==> src/rtl/core/rfbs_div.sv <==
`default_nettype none
// Restoring divide, 128/128, one quotient bit a cycle. Also does integer
// square root (mode high), two radicand bits and one root bit a cycle, with its
// own compare and subtract.
module rfbs_div (
  input  wire logic         clk,
  input  wire logic         rst,
  input  wire logic         start,
  input  wire logic         sqrt_mode,
  input  wire logic [127:0] n,
  input  wire logic [127:0] d,
  output logic              done,
  output logic [127:0]      q
);
  logic busy, mode;
  logic [127:0] rn, rd, rem;
  logic [6:0] idx;
  logic [128:0] trial;
  logic [127:0] strial, scand;

  assign trial = {rem[127:0], rn[127]};
  // root step: remainder takes the next bit pair, candidate is 4*root + 1
  assign strial = {rem[125:0], rn[127:126]};
  assign scand = {62'd0, q[63:0], 2'b01};

  always_ff @(posedge clk) begin
    if (rst) begin
      busy <= 1'b0;
      done <= 1'b0;
    end else begin
      done <= 1'b0;
      if (start) begin
        busy <= 1'b1;
        mode <= sqrt_mode;
        rn <= n;
        rd <= d;
        rem <= '0;
        q <= '0;
        idx <= sqrt_mode ? 7'd63 : 7'd127;
      end else if (busy) begin
        if (mode) begin
          rn <= {rn[125:0], 2'b00};
          if (strial >= scand) begin
            rem <= strial - scand;
            q <= {q[126:0], 1'b1};
          end else begin
            rem <= strial;
            q <= {q[126:0], 1'b0};
          end
        end else begin
          rn <= {rn[126:0], 1'b0};
          if (rd != 128'd0 && trial >= {1'b0, rd}) begin
            rem <= 128'(trial - {1'b0, rd});
            q <= {q[126:0], 1'b1};
          end else begin
            rem <= trial[127:0];
            q <= {q[126:0], 1'b0};
          end
        end
        idx <= idx - 7'd1;
        if (idx == 7'd0) begin
          busy <= 1'b0;
          done <= 1'b1;
        end
      end
    end
  end
endmodule
`default_nettype wire

==> config.mk <==
export PLATFORM = sky130hd
export DESIGN_NAME = rfbs_div
export DESIGN_NICKNAME = d
export VERILOG_FILES = /design/src/rtl/core/rfbs_div.sv
export SDC_FILE = /design/constraint.sdc
export NUM_CORES = 1
export LEC_CHECK = 0
export ABC_CLOCK_PERIOD_IN_PS = 21600
export CORE_ASPECT_RATIO = 1.25
export CORE_MARGIN = 2
export CORE_UTILIZATION = 50
export DETAILED_ROUTE_END_ITERATION = 6
export DONT_BUFFER_PORTS = 1
export PLACE_DENSITY = 0.68
export SYNTH_ARGS = -nofsm -noshare
export SYNTH_HDL_FRONTEND = slang
export SYNTH_SLANG_ARGS = --single-unit
==> constraint.sdc <==
create_clock -name clk -period 21.6 [get_ports clk]
set_input_delay 2.16 -clock clk [delete_from_list [all_inputs] [get_ports clk]]
set_output_delay 2.16 -clock clk [all_outputs]
set_load 0.1 [all_outputs]
* Word level (Yosys, flattened, before mapping)
Cells that the tools add are included.
Word-level totals: bits of input ports 260, word-level logic and storage cells 40, register bits 522
Cells by class: $lt $le $gt $ge 2, mux-type cells 18, bitwise logic cells 2, add/subtract/negate cells 3, reductions and logical operators 7
Operators by type and width (count):
- two-way mux 128 bit | 8
- greater-or-equal comparator 129 x 128 -> 1 bit | 1
- greater-or-equal comparator 128 x 66 -> 1 bit | 1
- nonzero test 128 bit | 1
- subtractor 128 bit | 1
- subtractor 128 x 66 -> 128 bit | 1
- two-way mux 7 bit | 3
- logical NOT 7 bit | 1
- two-way mux 1 bit | 7
- subtractor 7 x 1 -> 7 bit, second input constant | 1
- AND reduction 2 bit | 2
- OR reduction 3 bit | 1
- inverter 1 bit | 2
- nonzero test 2 bit | 1
- logical AND 1 bit | 1

* Longest topological paths before layout
word-level depth 5, gate-level depth with buffers 17, mapped depth without buffers 15

* Worst setup path before layout
OpenSTA, ideal clock, no wires.
path kind input to register, start input start, end register idx[0] (enable), slack 951 ps, stages on the path 6, data arrival time 19496 ps, required time 20447 ps, path through clkbuf_1 -> clkbuf_1 -> clkbuf_1 -> clkbuf_1 -> nor2_1 -> nor2_1
Between the ends: longest elaborated chain between the ends 2
RTL lines:
- start, declared | RTL line 8 | input wire logic start,
- nonzero test 2 bit (no source line)
- AND reduction 2 bit (no source line)
- end signal, assigned | RTL line 39 | idx <= sqrt_mode ? 7'd63 : 7'd127;
- end signal, assigned | RTL line 60 | idx <= idx - 7'd1;
- end, declared | RTL line 17 | logic [6:0] idx;
No other way between the ends. A chain may end at the register's enable or synchronous reset.

* Worst setup path in the final report
start register q[60], end register rem[87] (data pin)
Between the ends: longest elaborated chain between the ends 4
RTL lines:
- start, declared | RTL line 13 | output logic [127:0] q
- start signal, assigned | RTL line 45 | q <= {q[126:0], 1'b1};
- start signal, assigned | RTL line 48 | q <= {q[126:0], 1'b0};
- start signal, assigned | RTL line 54 | q <= {q[126:0], 1'b1};
- subtractor 128 x 66 -> 128 bit / greater-or-equal comparator 128 x 66 -> 1 bit (equally long branches) | RTL line 44, 43
- two-way mux 128 bit * | RTL line 43 | if (strial >= scand) begin
- two-way mux 128 bit * | RTL line 41 | if (mode) begin
- two-way mux 128 bit * | RTL line 40 | end else if (busy) begin
- end signal, assigned | RTL line 44 | rem <= strial - scand;
- end signal, assigned | RTL line 47 | rem <= strial;
- end signal, assigned | RTL line 53 | rem <= 128'(trial - {1'b0, rd});
- end, declared | RTL line 16 | logic [127:0] rn, rd, rem;
Every way passes the cells marked *; elsewhere a longest branch is shown, timed or not. The select of a mux whose other input is x is not followed.

==> impl_metrics.ini <==
[worst_setup_path]
crit_chain = inv_1 > ha_1 > nand4_1 > or2_1 > nor4_1 > nand2_1 > o21a_1 > a21oi_4 > buf_4 > nand2b_1 > a2111oi_0 > xnor2_1 > a211oi_1
max_stage_delay_ns = 0.98
path_buf_inv = 2
reg2reg_from = q[60]$_SDFFCE_PP0P_
slowest_stage = a2111oi_0
worstSetupPathType = reg2reg
arrival_ns = 6.62
cp.required_ns = 21.96
crit_fanout = 62
r2r_cells = 13
reg2reg_to = rem[87]$_SDFFCE_PP0P_
crit_family = compound AO/OA/AOI/OAI gates
cp.depth = 13
end_kind = register
r2r_setup_slack_ns = 15.34
cp-start-kind = register

[yosys]
synth_async_sr_flop_share_pct = 0
ys_types = 91
ys_warn_count = 0
synthCells = 4218
synth_ff_type = edfxtp_1
yosysSeqAreaShare_pct = 41.26
yosysTopAreaCell = edfxtp_1
synth_nets = 4675
synth_edf_count = 520
syn_area_um2 = 37950
synth_seq_cells = 522
avgSynthCellArea_um2 = 8.996
synth.area.top_cells = edfxtp_1, ha_1, nand2_1, a21oi_1, o21ai_0
synth_top_area_share_pct = 41.15

[power_and_ir_drop]
pwr-share-clk_pct = 30.6
powerDensity_nw_per_um2 = 83.30
sw_frac_of_total_pct = 36.52
p_switching_w = 0.001230
power_w = 0.003368
internal_power_w = 0.002138
peakVddDrop_mv = 0.07933
seqPwrFrac_pct = 41.5
p_leak_nw = 15.54
p_comb_share_pct = 27.8

[floorplan]
fp.coreArea_um2 = 74970
die_area_um2 = 78130
num_io_pins = 389
die_w_um = 250.4
start_util_pct = 50.61
num_rows = 112
die_h_um = 312.0

[timing]
finalSetupTns_ns = 0
rsz0062_at_grt = false
slew_headroom_pct = 4.884
fin_worst_skew_ns = 0.02644
worst_slew_pin_slew_ns = 1.405
period_share_pct = 28.97
final_hold_viol_count = 0
setup_viol = 0
min_period_ns = 6.257
hold-worst-slack_ns = 0.4760
drv_slew = 0
fmax_ghz = 0.1598

[global_route]
first_global_vias = 31671
grt-ovfl-total = 0
grt_pass1_wl_um = 191100
grt_use_total_pct = 31.70
grt_start_max_net_pins = 487
antenna_found_initial = 7

[cells_and_area]
multiInputGateArea_um2 = 20380
syn_to_final_growth_pct = 6.558
nNetsFinal = 4516
fill_cells = 6871
drive_above_1_share_pct = 4.191
fin_cells = 5079
regArea_um2 = 15660

[cts]
clock_path_buffers = 3
numCtsBuffers = 57
root_buffer = clkbuf_16
clkLatencyLatePin_ns = 0.67
clk_pin_slew_ns = 0.07
postCtsHoldBufs = 0
clock_sinks = 522
tritoncts = built
ctsResizeCount = 0
postCtsSetupRepairBufs = 0
h-tree-depth = 2

[placed_design]
place_congestion = 1.043
dp_hpwl_um = 96850
place_inst = 4969
placement.io_buffers = 0

[hold_path]
hold_start = busy$_SDFF_PP0_
whs_path_depth = 1
hold_class = reg2reg
min_delay_worst_endpoint = done$_SDFF_PP0_

[route]
vias = 32416
routed_wl_um = 127400
vias_per_cell = 6.382
final_antenna_net_count = 0
drc = 2
firstDrtPassIters = 7
first_iter_violations = 2960
wl_per_cell_um = 25.08

[run_status]
status = finished, violations left
violations = design-rule violations

[flow_run]
drv_cap = 0
power groups by stage:
| stage | logic (W) | registers, W | clock network (W) |
|---|---|---|---|
| floorplan | 0.000694 | 0.00140 | 0 |
| global placement | 0.000915 | 0.00142 | 0 |
| detailed placement | 0.000915 | 0.00142 | 0 |
| CTS | 0.000921 | 0.00140 | 0.00105 |
| global route | 0.00102 | 0.00140 | 0.00108 |
| finish | 0.000937 | 0.00140 | 0.00103 |
Yosys cell counts, drive strengths merged, types with 9 or more instances:
library cell / number
nand4: 106
inv: 265
nor4: 76
mux2i: 136
a31oi: 26
nand2: 474
and2: 21
nor2b: 78
edfxtp: 520
o21bai: 59
a311oi: 26
ha: 196
nor2: 329
a21o: 109
o22ai: 17
nand3: 46
o211ai: 19
and4: 9
o21a: 38
a221oi: 29
xnor2: 143
a21boi: 16
or3: 29
clkbuf: 217
xor2: 93
and3: 21
a21oi: 352
o31ai: 15
nor3: 80
or2: 16
or4: 14
o21ai: 345
a211oi: 143
nand2b: 21
buf: 29
flip-flops by register name (all words and copies together), names as in the netlist:
name  count
rd      128
idx       7
rn      128
done      1
rem     128
mode      1
q       128
busy      1
per-stage QoR:
step           area [um2]  utilization [%]  worst slack (ns)
2_1_floorplan       37950                -            0.9509
3_3_place_gp        38480            51.33             15.42
3_5_place_dp        38480            51.33             15.37
4_1_cts             40420            53.91             15.36
5_1_grt             40430            53.93             14.80
6_report            40440            53.93             15.34
placed cells by master, fill, tap and decap left out, drive strengths merged, types with 28 or more instances in the layout:
cell type  count
a21oi        352
nor3          80
clkbuf        61
o21ai        345
o21a          38
nor4          76
nand3         46
a211oi       143
edfxtp       520
inv          269
o21bai        59
nand2        474
mux2i        136
a221oi        29
or3           29
ha           196
buf           28
xor2          93
a21o         109
nand4        106
xnor2        143
nor2b         78
nor2         329
layout make-up:
class	count	share of cell area [%]
well taps	969	2.998
diodes	6	0.03713
flip-flops and latches	522	38.72
repair buffers	28	0.5817
clock inverters	43	1.232
clock buffers	61	3.565
multi-input cells	3185	50.41
inverters	265	2.460
worst register-to-register path, delay by kind of cell (launching register included):
kind | cells | cell delay [ns]
fa+ha+maj | 1 | 0.50
compound gates | 4 | 1.89
flops | 1 | 0.96
xor+xnor | 1 | 0.21
buf+inv | 2 | 0.90
simple gates | 5 | 1.50
worst max path at each step:
stage          slack, ns               endpoint                 from
2_1_floorplan       0.95   idx[0]$_SDFFCE_PP1P_                start
3_3_place_gp       15.42  rem[87]$_SDFFCE_PP0P_  q[60]$_SDFFCE_PP0P_
3_5_place_dp       15.37  rem[87]$_SDFFCE_PP0P_  q[60]$_SDFFCE_PP0P_
4_1_cts            15.36  rem[87]$_SDFFCE_PP0P_  q[60]$_SDFFCE_PP0P_
5_1_grt            14.80  rem[87]$_SDFFCE_PP0P_  q[60]$_SDFFCE_PP0P_
6_report           15.34  rem[87]$_SDFFCE_PP0P_  q[60]$_SDFFCE_PP0P_
cell families after synthesis:
| kind of cell | synth area share (%) |
|---|---|
| mux | 3.676 |
| compound gates | 20.89 |
| simple gates | 17.07 |
| xor+xnor | 5.447 |
| fa+ha+maj | 6.515 |
| buf+inv | 5.147 |
| flops | 41.26 |
routing by layer:
layer	global-route usage [%]	routed length, um
met1	38.08	48750
met2	52.36	59680
met3	5.780	9662
met4	20.52	9262
met5	0	27
Power figures use the tool's default switching activity.
